--- config.mk ---
export PLATFORM = sky130hd
export DESIGN_NAME = icmp_error_packet_generator
export DESIGN_NICKNAME = d
export VERILOG_FILES = /design/src/hdl/iceg_pkg.sv /design/src/hdl/iceg_fifo.sv /design/src/hdl/iceg_front.sv /design/src/hdl/iceg_back.sv /design/src/hdl/icmp_error_packet_generator.sv
export SDC_FILE = /design/constraint.sdc
export NUM_CORES = 2
export LEC_CHECK = 0
export BUFFER_PORTS_ARGS = -buffer_cell sky130_fd_sc_hd__buf_2
export CAP_MARGIN = 20
export CORE_UTILIZATION = 45
export CTS_CLUSTER_DIAMETER = 60
export CTS_CLUSTER_SIZE = 30
export DETAILED_ROUTE_END_ITERATION = 12
export HOLD_SLACK_MARGIN = 0.08
export SYNTH_ARGS = -nofsm -noshare
export SYNTH_HDL_FRONTEND = slang
export SYNTH_SLANG_ARGS = --single-unit
--- constraint.sdc ---
create_clock -name clk -period 14.3 [get_ports clk]
set_input_delay 0.715 -clock clk [delete_from_list [all_inputs] [get_ports clk]]
set_output_delay 0.715 -clock clk [all_outputs]
set_load 0.01 [all_outputs]
--- src/hdl/iceg_pkg.sv ---
// Package for the ICMP error packet generator.
// Holds the job descriptor type, fixed constants and the checksum and type helpers.
// No dependencies.
package iceg_pkg;

	localparam int TAIL_BYTES = 8;
	localparam int XLEN_W     = 7;

	localparam logic [1:0] CFG_SRC_ADDR  = 2'd0;
	localparam logic [1:0] CFG_ICMP_TYPE = 2'd1;
	localparam logic [1:0] CFG_ICMP_CODE = 2'd2;

	localparam logic [7:0] TYPE_UNREACH  = 8'd3;
	localparam logic [7:0] TYPE_QUENCH   = 8'd4;
	localparam logic [7:0] TYPE_REDIRECT = 8'd5;
	localparam logic [7:0] TYPE_TIMEX    = 8'd11;
	localparam logic [7:0] TYPE_PARAM    = 8'd12;

	localparam logic [7:0] OPT_EOL  = 8'd0;
	localparam logic [7:0] OPT_NOP  = 8'd1;
	localparam logic [7:0] OPT_LSRR = 8'd131;
	localparam logic [7:0] OPT_SSRR = 8'd137;

	localparam logic [7:0] IP_TTL   = 8'd200;
	localparam logic [7:0] PROTO_ICMP = 8'd1;

	typedef struct packed {
		logic              bank;
		logic [XLEN_W-1:0] xlen;
		logic [31:0]       src;
		logic [7:0]        ptr;
		logic [31:0]       gw;
		logic [23:0]       psum;
	} job_t;

	function automatic logic err_type(input logic [7:0] t);
		return (t == TYPE_UNREACH) || (t == TYPE_QUENCH) || (t == TYPE_REDIRECT) ||
			(t == TYPE_TIMEX) || (t == TYPE_PARAM);
	endfunction

	function automatic logic [15:0] fold16(input logic [24:0] s);
		logic [16:0] s1;
		logic [15:0] s2;
		s1 = {1'b0, s[15:0]} + {8'b0, s[24:16]};
		s2 = s1[15:0] + {15'b0, s1[16]};
		return ~s2;
	endfunction

endpackage

--- src/hdl/iceg_fifo.sv ---
// Two-entry job queue between capture front and emit back.
// Depends on iceg_pkg.
module iceg_fifo
	import iceg_pkg::*;
(
	input  logic clk,
	input  logic arst_n,
	input  logic push,
	input  job_t push_job,
	input  logic pop,
	output job_t pop_job,
	output logic empty,
	output logic full
);

	job_t       ent_q [2];
	logic       wp_q;
	logic       rp_q;
	logic [1:0] cnt_q;

	assign empty   = (cnt_q == 2'd0);
	assign full    = (cnt_q == 2'd2);
	assign pop_job = ent_q[rp_q];

	always_ff @(posedge clk) begin
		if (push) begin
			ent_q[wp_q] <= push_job;
		end
	end

	always_ff @(posedge clk or negedge arst_n) begin
		if (!arst_n) begin
			wp_q  <= 1'b0;
			rp_q  <= 1'b0;
			cnt_q <= 2'd0;
		end else begin
			if (push) wp_q <= ~wp_q;
			if (pop) rp_q <= ~rp_q;
			cnt_q <= cnt_q + {1'b0, push} - {1'b0, pop};
		end
	end

	a_no_overflow: assert property (@(posedge clk) disable iff (!arst_n) !(push && full && !pop))
		else $error("job queue overflow");
	a_no_underflow: assert property (@(posedge clk) disable iff (!arst_n) !(pop && empty))
		else $error("job queue underflow");
	a_cnt_range: assert property (@(posedge clk) disable iff (!arst_n) cnt_q != 2'd3)
		else $error("job queue count out of range");

endmodule

--- src/hdl/iceg_front.sv ---
// Capture front: takes packet bytes, scans options, applies suppression rules.
// Depends on iceg_pkg; writes the capture memory held in iceg_back.
module iceg_front
	import iceg_pkg::*;
#(
	parameter int CAPTURE_BYTES = 68,
	parameter int JW            = 5
)(
	input  logic          clk,
	input  logic          arst_n,
	input  logic [31:0]   src_addr,
	input  logic [7:0]    icmp_type,
	input  logic          s_tvalid,
	output logic          s_tready,
	input  logic [47:0]   s_tdata,
	input  logic          s_tlast,
	input  logic          s_tuser,
	input  logic [1:0]    bank_free,
	output logic          push,
	output job_t          job,
	output logic          wr_en,
	output logic [JW:0]   wr_addr,
	output logic [1:0]    wr_lane,
	output logic [7:0]    wr_data
);

	logic [15:0] cnt_q;
	logic [3:0]  hl_q;
	logic [23:0] psum_q;
	logic [6:0]  next_q;
	logic        route_q;
	logic        done_q;
	logic        wbank_q;
	logic [7:0]  hdr_q [20];
	logic [7:0]  hlb_q;

	logic        acc;
	logic [7:0]  b;
	logic [15:0] i;
	logic [3:0]  hl_nib;
	logic [5:0]  hl4;
	logic [15:0] hl4w;
	logic        in_cap;
	logic [23:0] psum_nx;
	logic [6:0]  next_nx;
	logic        route_nx;
	logic        done_nx;
	logic [15:0] len;
	logic [7:0]  b19;
	logic [7:0]  hlb;
	logic [31:0] src;
	logic [31:0] dst;
	logic        drop;
	logic [15:0] x1;
	logic [15:0] x2;
	logic [8:0]  nsum;

	assign acc      = s_tvalid && s_tready;
	assign s_tready = bank_free[wbank_q];
	assign b        = s_tdata[7:0];
	assign i        = cnt_q;
	assign hl_nib   = (i == 16'd0) ? b[3:0] : hl_q;
	assign hl4      = {hl_nib, 2'b00};
	assign hl4w     = {10'b0, hl4};
	assign in_cap   = i < 16'(CAPTURE_BYTES);

	assign wr_en   = acc && in_cap;
	assign wr_addr = {wbank_q, i[JW+1:2]};
	assign wr_lane = i[1:0];
	assign wr_data = b;

	always_comb begin
		psum_nx = psum_q;
		if (in_cap && (i < hl4w + 16'(TAIL_BYTES))) begin
			psum_nx = psum_q + (i[0] ? {16'b0, b} : {8'b0, b, 8'b0});
		end
	end

	assign nsum = {2'b0, next_q} + {1'b0, b};

	always_comb begin
		next_nx  = next_q;
		route_nx = route_q;
		done_nx  = done_q;
		if (!done_q) begin
			if (i == {9'b0, next_q}) begin
				if ((i >= hl4w) || !in_cap) begin
					done_nx = 1'b1;
				end else if ((b == OPT_LSRR) || (b == OPT_SSRR)) begin
					route_nx = 1'b1;
					done_nx  = 1'b1;
				end else if (b == OPT_EOL) begin
					done_nx = 1'b1;
				end else if (b == OPT_NOP) begin
					next_nx = i[6:0] + 7'd1;
				end
			end else if (i == {9'b0, next_q} + 16'd1) begin
				if ((b < 8'd2) || (nsum >= {3'b0, hl4})) begin
					done_nx = 1'b1;
				end else begin
					next_nx = nsum[6:0];
				end
			end
		end
	end

	assign len = (i < 16'hffff) ? i + 16'd1 : i;
	assign b19 = (i == 16'd19) ? b : hdr_q[19];
	assign hlb = (i == hl4w) ? b : hlb_q;
	assign src = {hdr_q[12], hdr_q[13], hdr_q[14], hdr_q[15]};
	assign dst = {hdr_q[16], hdr_q[17], hdr_q[18], b19};

	always_comb begin
		drop = 1'b0;
		if ((src_addr == 32'd0) || !err_type(icmp_type) || (len < 16'd20)) drop = 1'b1;
		if ((hdr_q[9] == PROTO_ICMP) && ((hl4w + 16'd4 > len) ||
			((hl4w < 16'(CAPTURE_BYTES)) && err_type(hlb)))) drop = 1'b1;
		if ((dst == 32'hffffffff) || (dst[31:28] == 4'he)) drop = 1'b1;
		if (s_tuser) drop = 1'b1;
		if ((src == 32'hffffffff) || (src[31:28] == 4'he) || (src[31:24] == 8'd0) ||
			(src[31:24] == 8'd127) || (src[31:28] == 4'hf)) drop = 1'b1;
		if ({hdr_q[6][4:0], hdr_q[7]} != 13'd0) drop = 1'b1;
		if ((icmp_type == TYPE_REDIRECT) && route_nx) drop = 1'b1;
	end

	assign x1 = (len < hl4w + 16'(TAIL_BYTES)) ? len : hl4w + 16'(TAIL_BYTES);
	assign x2 = (x1 < 16'(CAPTURE_BYTES)) ? x1 : 16'(CAPTURE_BYTES);

	assign push      = acc && s_tlast && !drop;
	assign job.bank  = wbank_q;
	assign job.xlen  = x2[XLEN_W-1:0];
	assign job.src   = src;
	assign job.ptr   = s_tdata[15:8];
	assign job.gw    = s_tdata[47:16];
	assign job.psum  = psum_nx;

	always_ff @(posedge clk) begin
		if (acc) begin
			if (i < 16'd20) hdr_q[i[4:0]] <= b;
			if (i == hl4w) hlb_q <= b;
		end
	end

	always_ff @(posedge clk or negedge arst_n) begin
		if (!arst_n) begin
			cnt_q   <= 16'd0;
			hl_q    <= 4'd0;
			psum_q  <= 24'd0;
			next_q  <= 7'd20;
			route_q <= 1'b0;
			done_q  <= 1'b0;
			wbank_q <= 1'b0;
		end else if (acc) begin
			if (i == 16'd0) hl_q <= b[3:0];
			if (s_tlast) begin
				cnt_q   <= 16'd0;
				psum_q  <= 24'd0;
				next_q  <= 7'd20;
				route_q <= 1'b0;
				done_q  <= 1'b0;
				if (push) wbank_q <= ~wbank_q;
			end else begin
				cnt_q   <= len;
				psum_q  <= psum_nx;
				next_q  <= next_nx;
				route_q <= route_nx;
				done_q  <= done_nx;
			end
		end
	end

endmodule

--- src/hdl/iceg_back.sv ---
// Emit back: holds the two-bank capture memory and builds the error packet words.
// Depends on iceg_pkg; takes jobs from iceg_fifo.
module iceg_back
	import iceg_pkg::*;
#(
	parameter int JW = 5
)(
	input  logic          clk,
	input  logic          arst_n,
	input  logic [31:0]   src_addr,
	input  logic [7:0]    icmp_type,
	input  logic [7:0]    icmp_code,
	input  logic          wr_en,
	input  logic [JW:0]   wr_addr,
	input  logic [1:0]    wr_lane,
	input  logic [7:0]    wr_data,
	input  logic          q_empty,
	input  job_t          q_job,
	output logic          pop,
	output logic          done,
	output logic          done_bank,
	output logic          m_tvalid,
	input  logic          m_tready,
	output logic [71:0]   m_tdata,
	output logic          m_tlast
);

	localparam int DEPTH = 2 ** (JW + 1);

	localparam logic [2:0] ST_IDLE = 3'd0;
	localparam logic [2:0] ST_SUM  = 3'd1;
	localparam logic [2:0] ST_FOLD = 3'd2;
	localparam logic [2:0] ST_RD   = 3'd3;
	localparam logic [2:0] ST_WR   = 3'd4;

	logic [7:0]  cap_mem [4][DEPTH];
	logic [7:0]  rd_q [4];

	logic [2:0]  st_q;
	job_t        job_q;
	logic [15:0] id_q;
	logic [4:0]  k_q;
	logic [19:0] ipsum_q;
	logic [24:0] icsum_q;
	logic [15:0] ipck_q;
	logic [15:0] icck_q;

	logic [31:0] word_q;
	logic [2:0]  nb_q;
	logic        last_q;
	logic [31:0] dest_q;
	logic        vld_q;

	logic [7:0]  total;
	logic [5:0]  nres;
	logic [31:0] w6;
	logic [4:0]  j;
	logic [31:0] wd;
	logic [7:0]  rem;
	logic [2:0]  nb;
	logic        is_last;
	logic        slot;
	logic [7:0]  o;

	assign total = 8'd28 + {1'b0, job_q.xlen};
	assign nres  = 6'((total + 8'd3) >> 2);
	assign j     = k_q - 5'd7;
	assign slot  = !vld_q || m_tready;
	assign rem   = total - {1'b0, k_q, 2'b00};
	assign nb    = (rem >= 8'd4) ? 3'd4 : rem[2:0];
	assign is_last = ({1'b0, k_q} + 6'd1 == nres);

	always_comb begin
		w6 = 32'd0;
		if (icmp_type == TYPE_REDIRECT) w6 = job_q.gw;
		else if ((icmp_type == TYPE_PARAM) && (icmp_code == 8'd0)) w6 = {job_q.ptr, 24'd0};
	end

	always_comb begin
		o = 8'd0;
		wd = 32'd0;
		case (k_q)
			5'd0: wd = {8'h45, 8'h00, 8'h00, total};
			5'd1: wd = {id_q, 16'h0000};
			5'd2: wd = {IP_TTL, PROTO_ICMP, ipck_q};
			5'd3: wd = src_addr;
			5'd4: wd = job_q.src;
			5'd5: wd = {icmp_type, icmp_code, icck_q};
			5'd6: wd = w6;
			default: begin
				for (int m = 0; m < 4; m++) begin
					o = {1'b0, k_q, 2'b00} + 8'(m);
					wd[31-8*m -: 8] = (o < total) ? rd_q[m] : 8'd0;
				end
			end
		endcase
	end

	always_ff @(posedge clk) begin
		if (wr_en) cap_mem[wr_lane][wr_addr] <= wr_data;
		for (int m = 0; m < 4; m++) begin
			rd_q[m] <= cap_mem[m][{job_q.bank, j[JW-1:0]}];
		end
	end

	always_ff @(posedge clk) begin
		if (st_q == ST_IDLE && !q_empty) job_q <= q_job;
		if (st_q == ST_SUM) begin
			ipsum_q <= 20'h4500 + {12'b0, total} + {4'b0, id_q} + 20'hc801 +
				{4'b0, src_addr[31:16]} + {4'b0, src_addr[15:0]} +
				{4'b0, job_q.src[31:16]} + {4'b0, job_q.src[15:0]};
			icsum_q <= {1'b0, job_q.psum} + {9'b0, icmp_type, icmp_code} +
				{9'b0, w6[31:16]} + {9'b0, w6[15:0]};
		end
		if (st_q == ST_FOLD) begin
			ipck_q <= fold16({5'b0, ipsum_q});
			icck_q <= fold16(icsum_q);
		end
		if (st_q == ST_WR && slot) begin
			word_q <= wd;
			nb_q   <= nb;
			last_q <= is_last;
			dest_q <= job_q.src;
		end
	end

	assign pop       = (st_q == ST_IDLE) && !q_empty;
	assign done      = (st_q == ST_WR) && slot && is_last;
	assign done_bank = job_q.bank;

	always_ff @(posedge clk or negedge arst_n) begin
		if (!arst_n) begin
			st_q  <= ST_IDLE;
			id_q  <= 16'd1;
			k_q   <= 5'd0;
			vld_q <= 1'b0;
		end else begin
			if (m_tready) vld_q <= 1'b0;
			case (st_q)
				ST_IDLE: if (!q_empty) st_q <= ST_SUM;
				ST_SUM:  st_q <= ST_FOLD;
				ST_FOLD: begin
					k_q  <= 5'd0;
					st_q <= ST_RD;
				end
				ST_RD:   st_q <= ST_WR;
				ST_WR: begin
					if (slot) begin
						vld_q <= 1'b1;
						if (is_last) begin
							id_q <= id_q + 16'd1;
							st_q <= ST_IDLE;
						end else begin
							k_q  <= k_q + 5'd1;
							st_q <= ST_RD;
						end
					end
				end
				default: st_q <= ST_IDLE;
			endcase
		end
	end

	assign m_tvalid = vld_q;
	assign m_tlast  = last_q;
	assign m_tdata  = {5'b0, dest_q, nb_q, word_q};

	a_bytes_range: assert property (@(posedge clk) disable iff (!arst_n)
		m_tvalid |-> (m_tdata[34:32] != 3'd0) && (m_tdata[34:32] <= 3'd4))
		else $error("word byte count out of range");
	a_short_only_last: assert property (@(posedge clk) disable iff (!arst_n)
		(m_tvalid && (m_tdata[34:32] != 3'd4)) |-> m_tlast)
		else $error("partial word before end of packet");

endmodule

--- src/hdl/icmp_error_packet_generator.sv ---
// ICMP error packet generator, top level: configuration registers and bank tracking.
// Depends on iceg_pkg, iceg_front, iceg_fifo, iceg_back.
//
// Packet bytes are taken one per cycle while a capture bank is free. Two banks
// let one packet be captured while the error for the previous one is sent.
// After the last byte the emitter runs a checksum setup (sum, then fold), then
// for each output word a memory read and then the output register, stalling
// while m_tready holds the output; s_tready drops only when both banks hold
// packets still waiting to be sent.
module icmp_error_packet_generator
	import iceg_pkg::*;
#(
	parameter int CAPTURE_BYTES = 68
)(
	input  logic        clk,
	input  logic        arst_n,
	input  logic        cfg_we,
	input  logic [1:0]  cfg_index,
	input  logic [31:0] cfg_data,
	input  logic        s_tvalid,
	output logic        s_tready,
	input  logic [47:0] s_tdata,   // pkt_byte[7:0], param_pointer[15:8], gateway_addr[47:16]
	input  logic        s_tlast,
	input  logic        s_tuser,   // mac_bcast
	output logic        m_tvalid,
	input  logic        m_tready,
	output logic [71:0] m_tdata,   // out_word[31:0], out_bytes[34:32], out_dest_addr[66:35]
	output logic        m_tlast
);

	localparam int WORDS = (CAPTURE_BYTES + 3) / 4;
	localparam int JW    = $clog2(WORDS);

	logic [31:0] src_addr_q;
	logic [7:0]  icmp_type_q;
	logic [7:0]  icmp_code_q;
	logic [1:0]  busy_q;

	logic        push;
	job_t        push_job;
	logic        pop;
	job_t        pop_job;
	logic        q_empty;
	logic        q_full;
	logic        done;
	logic        done_bank;
	logic        wr_en;
	logic [JW:0] wr_addr;
	logic [1:0]  wr_lane;
	logic [7:0]  wr_data;

	always_ff @(posedge clk or negedge arst_n) begin
		if (!arst_n) begin
			src_addr_q  <= 32'd0;
			icmp_type_q <= TYPE_UNREACH;
			icmp_code_q <= 8'd0;
		end else if (cfg_we) begin
			case (cfg_index)
				CFG_SRC_ADDR:  src_addr_q  <= cfg_data;
				CFG_ICMP_TYPE: icmp_type_q <= cfg_data[7:0];
				CFG_ICMP_CODE: icmp_code_q <= cfg_data[7:0];
				default: ;
			endcase
		end
	end

	always_ff @(posedge clk or negedge arst_n) begin
		if (!arst_n) begin
			busy_q <= 2'b00;
		end else begin
			for (int n = 0; n < 2; n++) begin
				if (push && (push_job.bank == 1'(n))) busy_q[n] <= 1'b1;
				else if (done && (done_bank == 1'(n))) busy_q[n] <= 1'b0;
			end
		end
	end

	iceg_front #(.CAPTURE_BYTES(CAPTURE_BYTES), .JW(JW)) u_front (
		.clk       (clk),
		.arst_n    (arst_n),
		.src_addr  (src_addr_q),
		.icmp_type (icmp_type_q),
		.s_tvalid  (s_tvalid),
		.s_tready  (s_tready),
		.s_tdata   (s_tdata),
		.s_tlast   (s_tlast),
		.s_tuser   (s_tuser),
		.bank_free (~busy_q),
		.push      (push),
		.job       (push_job),
		.wr_en     (wr_en),
		.wr_addr   (wr_addr),
		.wr_lane   (wr_lane),
		.wr_data   (wr_data)
	);

	iceg_fifo u_fifo (
		.clk      (clk),
		.arst_n   (arst_n),
		.push     (push),
		.push_job (push_job),
		.pop      (pop),
		.pop_job  (pop_job),
		.empty    (q_empty),
		.full     (q_full)
	);

	iceg_back #(.JW(JW)) u_back (
		.clk       (clk),
		.arst_n    (arst_n),
		.src_addr  (src_addr_q),
		.icmp_type (icmp_type_q),
		.icmp_code (icmp_code_q),
		.wr_en     (wr_en),
		.wr_addr   (wr_addr),
		.wr_lane   (wr_lane),
		.wr_data   (wr_data),
		.q_empty   (q_empty),
		.q_job     (pop_job),
		.pop       (pop),
		.done      (done),
		.done_bank (done_bank),
		.m_tvalid  (m_tvalid),
		.m_tready  (m_tready),
		.m_tdata   (m_tdata),
		.m_tlast   (m_tlast)
	);

	a_push_free_bank: assert property (@(posedge clk) disable iff (!arst_n)
		push |-> !busy_q[push_job.bank] && !q_full)
		else $error("job pushed into a busy bank");

endmodule

-- After elaboration in Yosys (flattened, before gate mapping)
Memories as Yosys holds them, arrays and structs flattened. A register that Yosys moved wholly into a read port is not among the register bits.
Cells that the tools add are included.
- register bits after elaboration: 286
- bits in latches: 0
- RAM bits: 2448
- bits in read-only memories: 0
- input port bits: 89
- output and inout bits: 75
- word-level logic and storage cells: 288
- memories: 4
- add/subtract/negate cells: 33
- multiply operators: 0
- div/mod/pow operators: 0
- $lt $le $gt $ge: 21
- eq/ne operators: 46
- shift operators: 0
- mux-type cells: 83
- bitwise gates (word level): 9
- reductions and logical operators: 64
- memory list (memory ; depth ; width ; rd ports ; clocked after memory_dff ; wr ports ; RTL line ; source):
    u_back.cap_mem ; 4 ; 512 ; 4 ; 0 ; 1 ; iceg_back.sv:36 ; logic [7:0] cap_mem [4][DEPTH];
    u_fifo.ent_q ; 2 ; 104 ; 1 ; 1 ; 1 ; iceg_fifo.sv:16 ; job_t ent_q [2];
    u_front.hdr_q ; 20 ; 8 ; 11 ; 0 ; 1 ; iceg_front.sv:34 ; logic [7:0] hdr_q [20];
    u_back.rd_q ; 4 ; 8 ; 4 ; 0 ; 4 ; iceg_back.sv:37 ; logic [7:0] rd_q [4];
- operator list (operator ; number):
    two-way mux 512 bit ; 1
    one-hot mux 32 bit (7 select lines) ; 1
    binary-select mux 8 bit (select 6 bit) ; 4
    two-way mux 8 bit ; 15
    adder 20 x 16 -> 20 bit ; 5
    two-way mux 7 bit ; 10
    equality test 32 bit (second input constant) ; 2
    two-way mux 16 bit ; 4
    two-way mux 32 bit ; 2
    adder 25 x 16 -> 25 bit ; 2
    demux 8 bit (select 6 bit) ; 1
    two-way mux 24 bit ; 2
    two-way mux 1 bit ; 35
    adder 16 x 1 -> 16 bit ; 2
    adder 16 x 1 -> 16 bit (second input constant) ; 2
    equality test 8 x 3 -> 1 bit (second input constant) ; 4
    equality test 8 x 4 -> 1 bit (second input constant) ; 4
    logical NOT 32 bit ; 1
    < comparator 16 bit ; 2
    < comparator 16 x 5 -> 1 bit (second input constant) ; 2
    < comparator 16 x 7 -> 1 bit (second input constant) ; 2
    inverter 16 bit ; 2
    adder 24 x 16 -> 25 bit ; 1
    adder 24 bit ; 1
    other kinds (75) ; 149

-- Longest topological paths before layout
- depth in word-level cells: 22
- gate-level depth with buffers: 20
- mapped depth without buffers: 18

-- Hierarchy
Synthesis repeated with hierarchy kept, for this count alone.
- cell total of the unflattened synthesis: 6154
- area total of the unflattened synthesis: 115757.3 um2
- modules (own cells, without submodules) (module ; times used ; cells an instance ; area an instance (um2) ; seq. area each (um2)):
    iceg_back ; 1 ; 4744 ; 96354.9 ; 70213.6
    iceg_front ; 1 ; 960 ; 9595.5 ; 4146.5
    iceg_fifo ; 1 ; 339 ; 7908.8 ; 6346.1
    icmp_error_packet_generator ; 1 ; 111 ; 1898.1 ; 1253.7

-- Worst setup path after synthesis
Ideal clock, no wire load.
- path type: flip-flop to flip-flop
- start point: reg u_back.st_q[1]
- end point: reg u_fifo.cnt_q[1]
- library setup time: 80 ps
- arrival: 12429 ps
- required time: 14220 ps
- slack: 1791 ps
- stages on the path, launching flop included: 8
- path buffers: 1
- path through: dfrtp_1 clkbuf_1 nor4_1 ha_1 inv_1 ha_1 xnor2_1 xnor2_1
- longest elaborated chain between the ends: 3
- RTL lines (element ; RTL line ; source):
    from (decl) ; iceg_back.sv:39 ; logic [2:0] st_q;
    from (signal assigned) ; iceg_back.sv:133 ; st_q <= ST_IDLE;
    from (signal assigned) ; iceg_back.sv:140 ; ST_IDLE: if (!q_empty) st_q <= ST_SUM;
    from (signal assigned) ; iceg_back.sv:141 ; ST_SUM: st_q <= ST_FOLD;
    logical NOT 3 bit ; iceg_back.sv:127 ; assign pop = (st_q == ST_IDLE) && !q_empty;
    logical AND 1 bit ; iceg_back.sv:127 ;
    named net pop ; icmp_error_packet_generator.sv:41 ; logic pop;
    subtractor 2 x 1 -> 2 bit ; iceg_fifo.sv:39 ; cnt_q <= cnt_q + {1'b0, push} - {1'b0, pop};
    to (signal assigned) ; iceg_fifo.sv:39 ;
    to (decl) ; iceg_fifo.sv:19 ; logic [1:0] cnt_q;
The timed path passes the listed nets, and every way through them passes these cells.
A chain may end at the register's enable or synchronous reset.

==> impl_metrics.py <==
metrics = {
    "worst_setup_path": {
        "setup.worst_path.end_class": "register",
        "cp-start-kind": "register",
        "crit_type": "register to register",
        "cp_max_fo": 134,
        "crit_required_ps": 15050,
        "arrival_ps": 7040,
        "reg2reg_depth": 9,
    },
    "floorplan": {
        "die_y_um": 506,
        "core-area_sq_um": 252000,
        "initial_core_util_pct": 45.4,
        "die_w_um": 506,
        "io_pins": 164,
        "rows": 184,
        "dieArea_sq_um": 256000,
    },
    "route": {
        "drc": 0,
        "routedWlPerCell_um": 25.5,
        "dr_total_vias": 57900,
        "ant_nets": 0,
        "dr.pass1.iters": 7,
        "drtIter0Drc": 5742,
        "drt-total-wl_um": 268000,
        "via_per_inst": 5.50,
    },
    "clocking": {
        "cts.path.max_buffers": 3,
        "path_clk_slew_ps": 100,
        "cts_buffers": 170,
        "cts_tree": "done",
        "clk_latency_ps": 880,
        "cts.sinks": 2762,
        "root_buffer": "clkbuf_16",
        "clock_tree.htree_level_count": 4,
    },
    "cells_and_area": {
        "num-nets-final": 7343,
        "fillCellCount": 20300,
        "final_area_sq_um": 130000,
        "drive_above_1_share_pct": 20.6,
        "synthToLayoutAreaGrowth_pct": 13.6,
    },
    "sta": {
        "setup_viol": 0,
        "setup_slack_ps": 8010,
        "fin_worst_skew_ps": 44.7,
        "fmax_ghz": 0.159,
        "slew_viol_final": 0,
        "slew_headroom_pct": 26.8,
        "post-route-min-period_ps": 6290,
        "finalHoldViolCount": 0,
        "fin_crit_sh_pct": 44.0,
        "rsz0062_at_grt": "no",
        "worst_slew_pin_slew_ps": 1100,
        "totalNegativeSetupSlack_ps": 0,
    },
    "power": {
        "ir_drop_mv": 0.124,
        "power_density_nw_per_um2": 127,
        "total_power_mw": 16.5,
        "p_leak_nw": 45.3,
    },
    "global_route": {
        "grt_max_degree": 166,
        "grt_pass1_wl_um": 394000,
        "grt_antenna_before_repair": 18,
        "grt_pass1_vias": 58200,
        "grtUsageTotal_pct": 21.1,
        "globalRouteOverflowTotal": 0,
    },
    "synth": {
        "ys_ff_latch": 2762,
        "synth_ff_type": "edfxtp_1",
        "synth_top_area_share_pct": 68.1,
        "ys_async_sr_fraction_pct": 4.82,
        "synth.avg_cell_area_sq_um": 19.5,
        "yosys.area.top_type": "edfxtp_1",
        "synthCells": 5858,
        "synth_most_common_cell": "edfxtp_1",
        "seq_area_frac_synth_pct": 71.6,
        "yosysWarnings": 0,
        "ys_types": 115,
        "ys_top_cells_by_count": "2597 x edfxtp_1, 670 x mux4_2, 194 x clkbuf_1, 183 x nand2_1, 166 x inv_1",
        "synth_area_sq_um": 115000,
        "synth_edf_count": 2597,
        "synth_area_leaders": "edfxtp_1 68%, mux4_2 13%, dfrtp_1 2.8%, fa_1 1.6%, mux2_2 1.5%",
    },
    "min_path": {
        "whs_path_depth": 2,
        "hp-class": "input port to register",
    },
    "place": {
        "place_hpwl_um": 175000,
        "io_buffers": 158,
        "routabilityCongestion": 0.929,
        "dpl_cell_area_sq_um": 123000,
        "pre_cts_ws_ps": 7800,
    },
    "run_status": {
        "status": "finished clean",
    },
    "flow_run": {
        "drv_cap": 0,
    },
}
==> report_power, final <==
group	switching [mW]	internal (mW)
combinational	0.851	0.618
sequential	0.160	9.20
clock	3.10	2.58
total	4.11	12.4
==> sequential cells by signal, indices dropped and copies added, names as in the netlist, 19 cells and up <==
register        count
src_addr_q         32
u_back.cap_mem   2048
u_back.dest_q      32
u_back.icsum_q     25
u_back.ipsum_q     19
u_back.job_q      103
u_back.rd_q        32
u_back.word_q      32
u_fifo.ent_q      208
u_front.hdr_q      85
u_front.psum_q     24
==> path summary, 6_finish.rpt <==
path / start / endpoint / slack, ps
min reg2reg: u_front.hdr_q[13][4] / u_fifo.ent_q[0][84] / 460
max reg2reg: u_back.k_q[0] / u_back.rd_q[2][1] / 8010
max: u_back.k_q[0] / u_back.rd_q[2][1] / 8010
max in group asynchronous: arst_n / u_back.k_q[0] / 12120
min in group asynchronous: arst_n / u_fifo.rp_q / 510
min: cfg_data[6] / icmp_type_q[6] / 160
==> stage by stage <==
stage	hold WS (ps)	utilization (%)	cells
final	161	51.6	10500
after global placement	422	48.7	10100
after detailed placement	429	48.7	10100
after floorplan	419	-	6822
after CTS	86.6	51.5	10500
after global routing	125	51.6	10500
==> cell type report <==
class / count / area [sq um] / share of cell area, %
Antenna cell: 4 / 10.0 / 0.00770
Clock buffer: 182 / 4440 / 3.41
Clock inverter: 136 / 1980 / 1.52
Inverter: 171 / 647 / 0.497
Multi-Input combinational cell: 3592 / 34400 / 26.4
Sequential cell: 2762 / 82000 / 63.0
Tap cell: 3348 / 4190 / 3.22
Timing Repair Buffer: 333 / 2470 / 1.90
==> layout by cell type, fill, tap and decap left out, drive strengths merged, types with 63 or more instances in the layout <==
cell	netlist	layout
edfxtp	2597	2597
conb	1	965
mux4	670	670
buf	103	258
inv	169	236
clkbuf	194	190
nand2	184	184
mux2	154	154
and3	135	135
ha	131	131
dfrtp	128	128
o21ai	111	111
nor2	109	109
fa	93	93
and2	90	90
xnor2	88	88
a21oi	81	81
nand3	72	72
dlygate4sd3	0	67
xor2	63	63
nor3	63	63
==> routing by layer <==
layer | up-vias | GRT usage (%) | part of all wire, %
li1 | 25200 | - | -
met2 | 1717 | 34.0 | 48
met1 | 30600 | 29.9 | 43
met5 | - | 0 | 0.021
met3 | 367 | 3.04 | 5.7
met4 | 8 | 6.13 | 2.8
==> critical path, stage by stage (launching register included) <==
cell,delay [ps]
dfrtp_4,740
buf_4,690
inv_2,170
ha_4,670
buf_4,760
buf_12,530
buf_12,670
mux4_2,410
mux4_2,550
mux4_2,470
==> cells by family after synthesis <==
kind of cell	share of synthesized area (%)
AOI/OAI and AO/OA	3.19
xor gates and xnor gates	1.19
adders and majority gates	3.06
buffers and inverters	1.70
DFF	71.6
muxes	14.9
other	0.00327
and+or+nand+nor	4.41
==> repair_timing <==
action                    in CTS  in global routing
resized for setup              0                  0
hold buffers                  67                  0
buffers inserted               0                  0
hold endpoints to repair     172                  0
(Power assumes the default switching activity.)
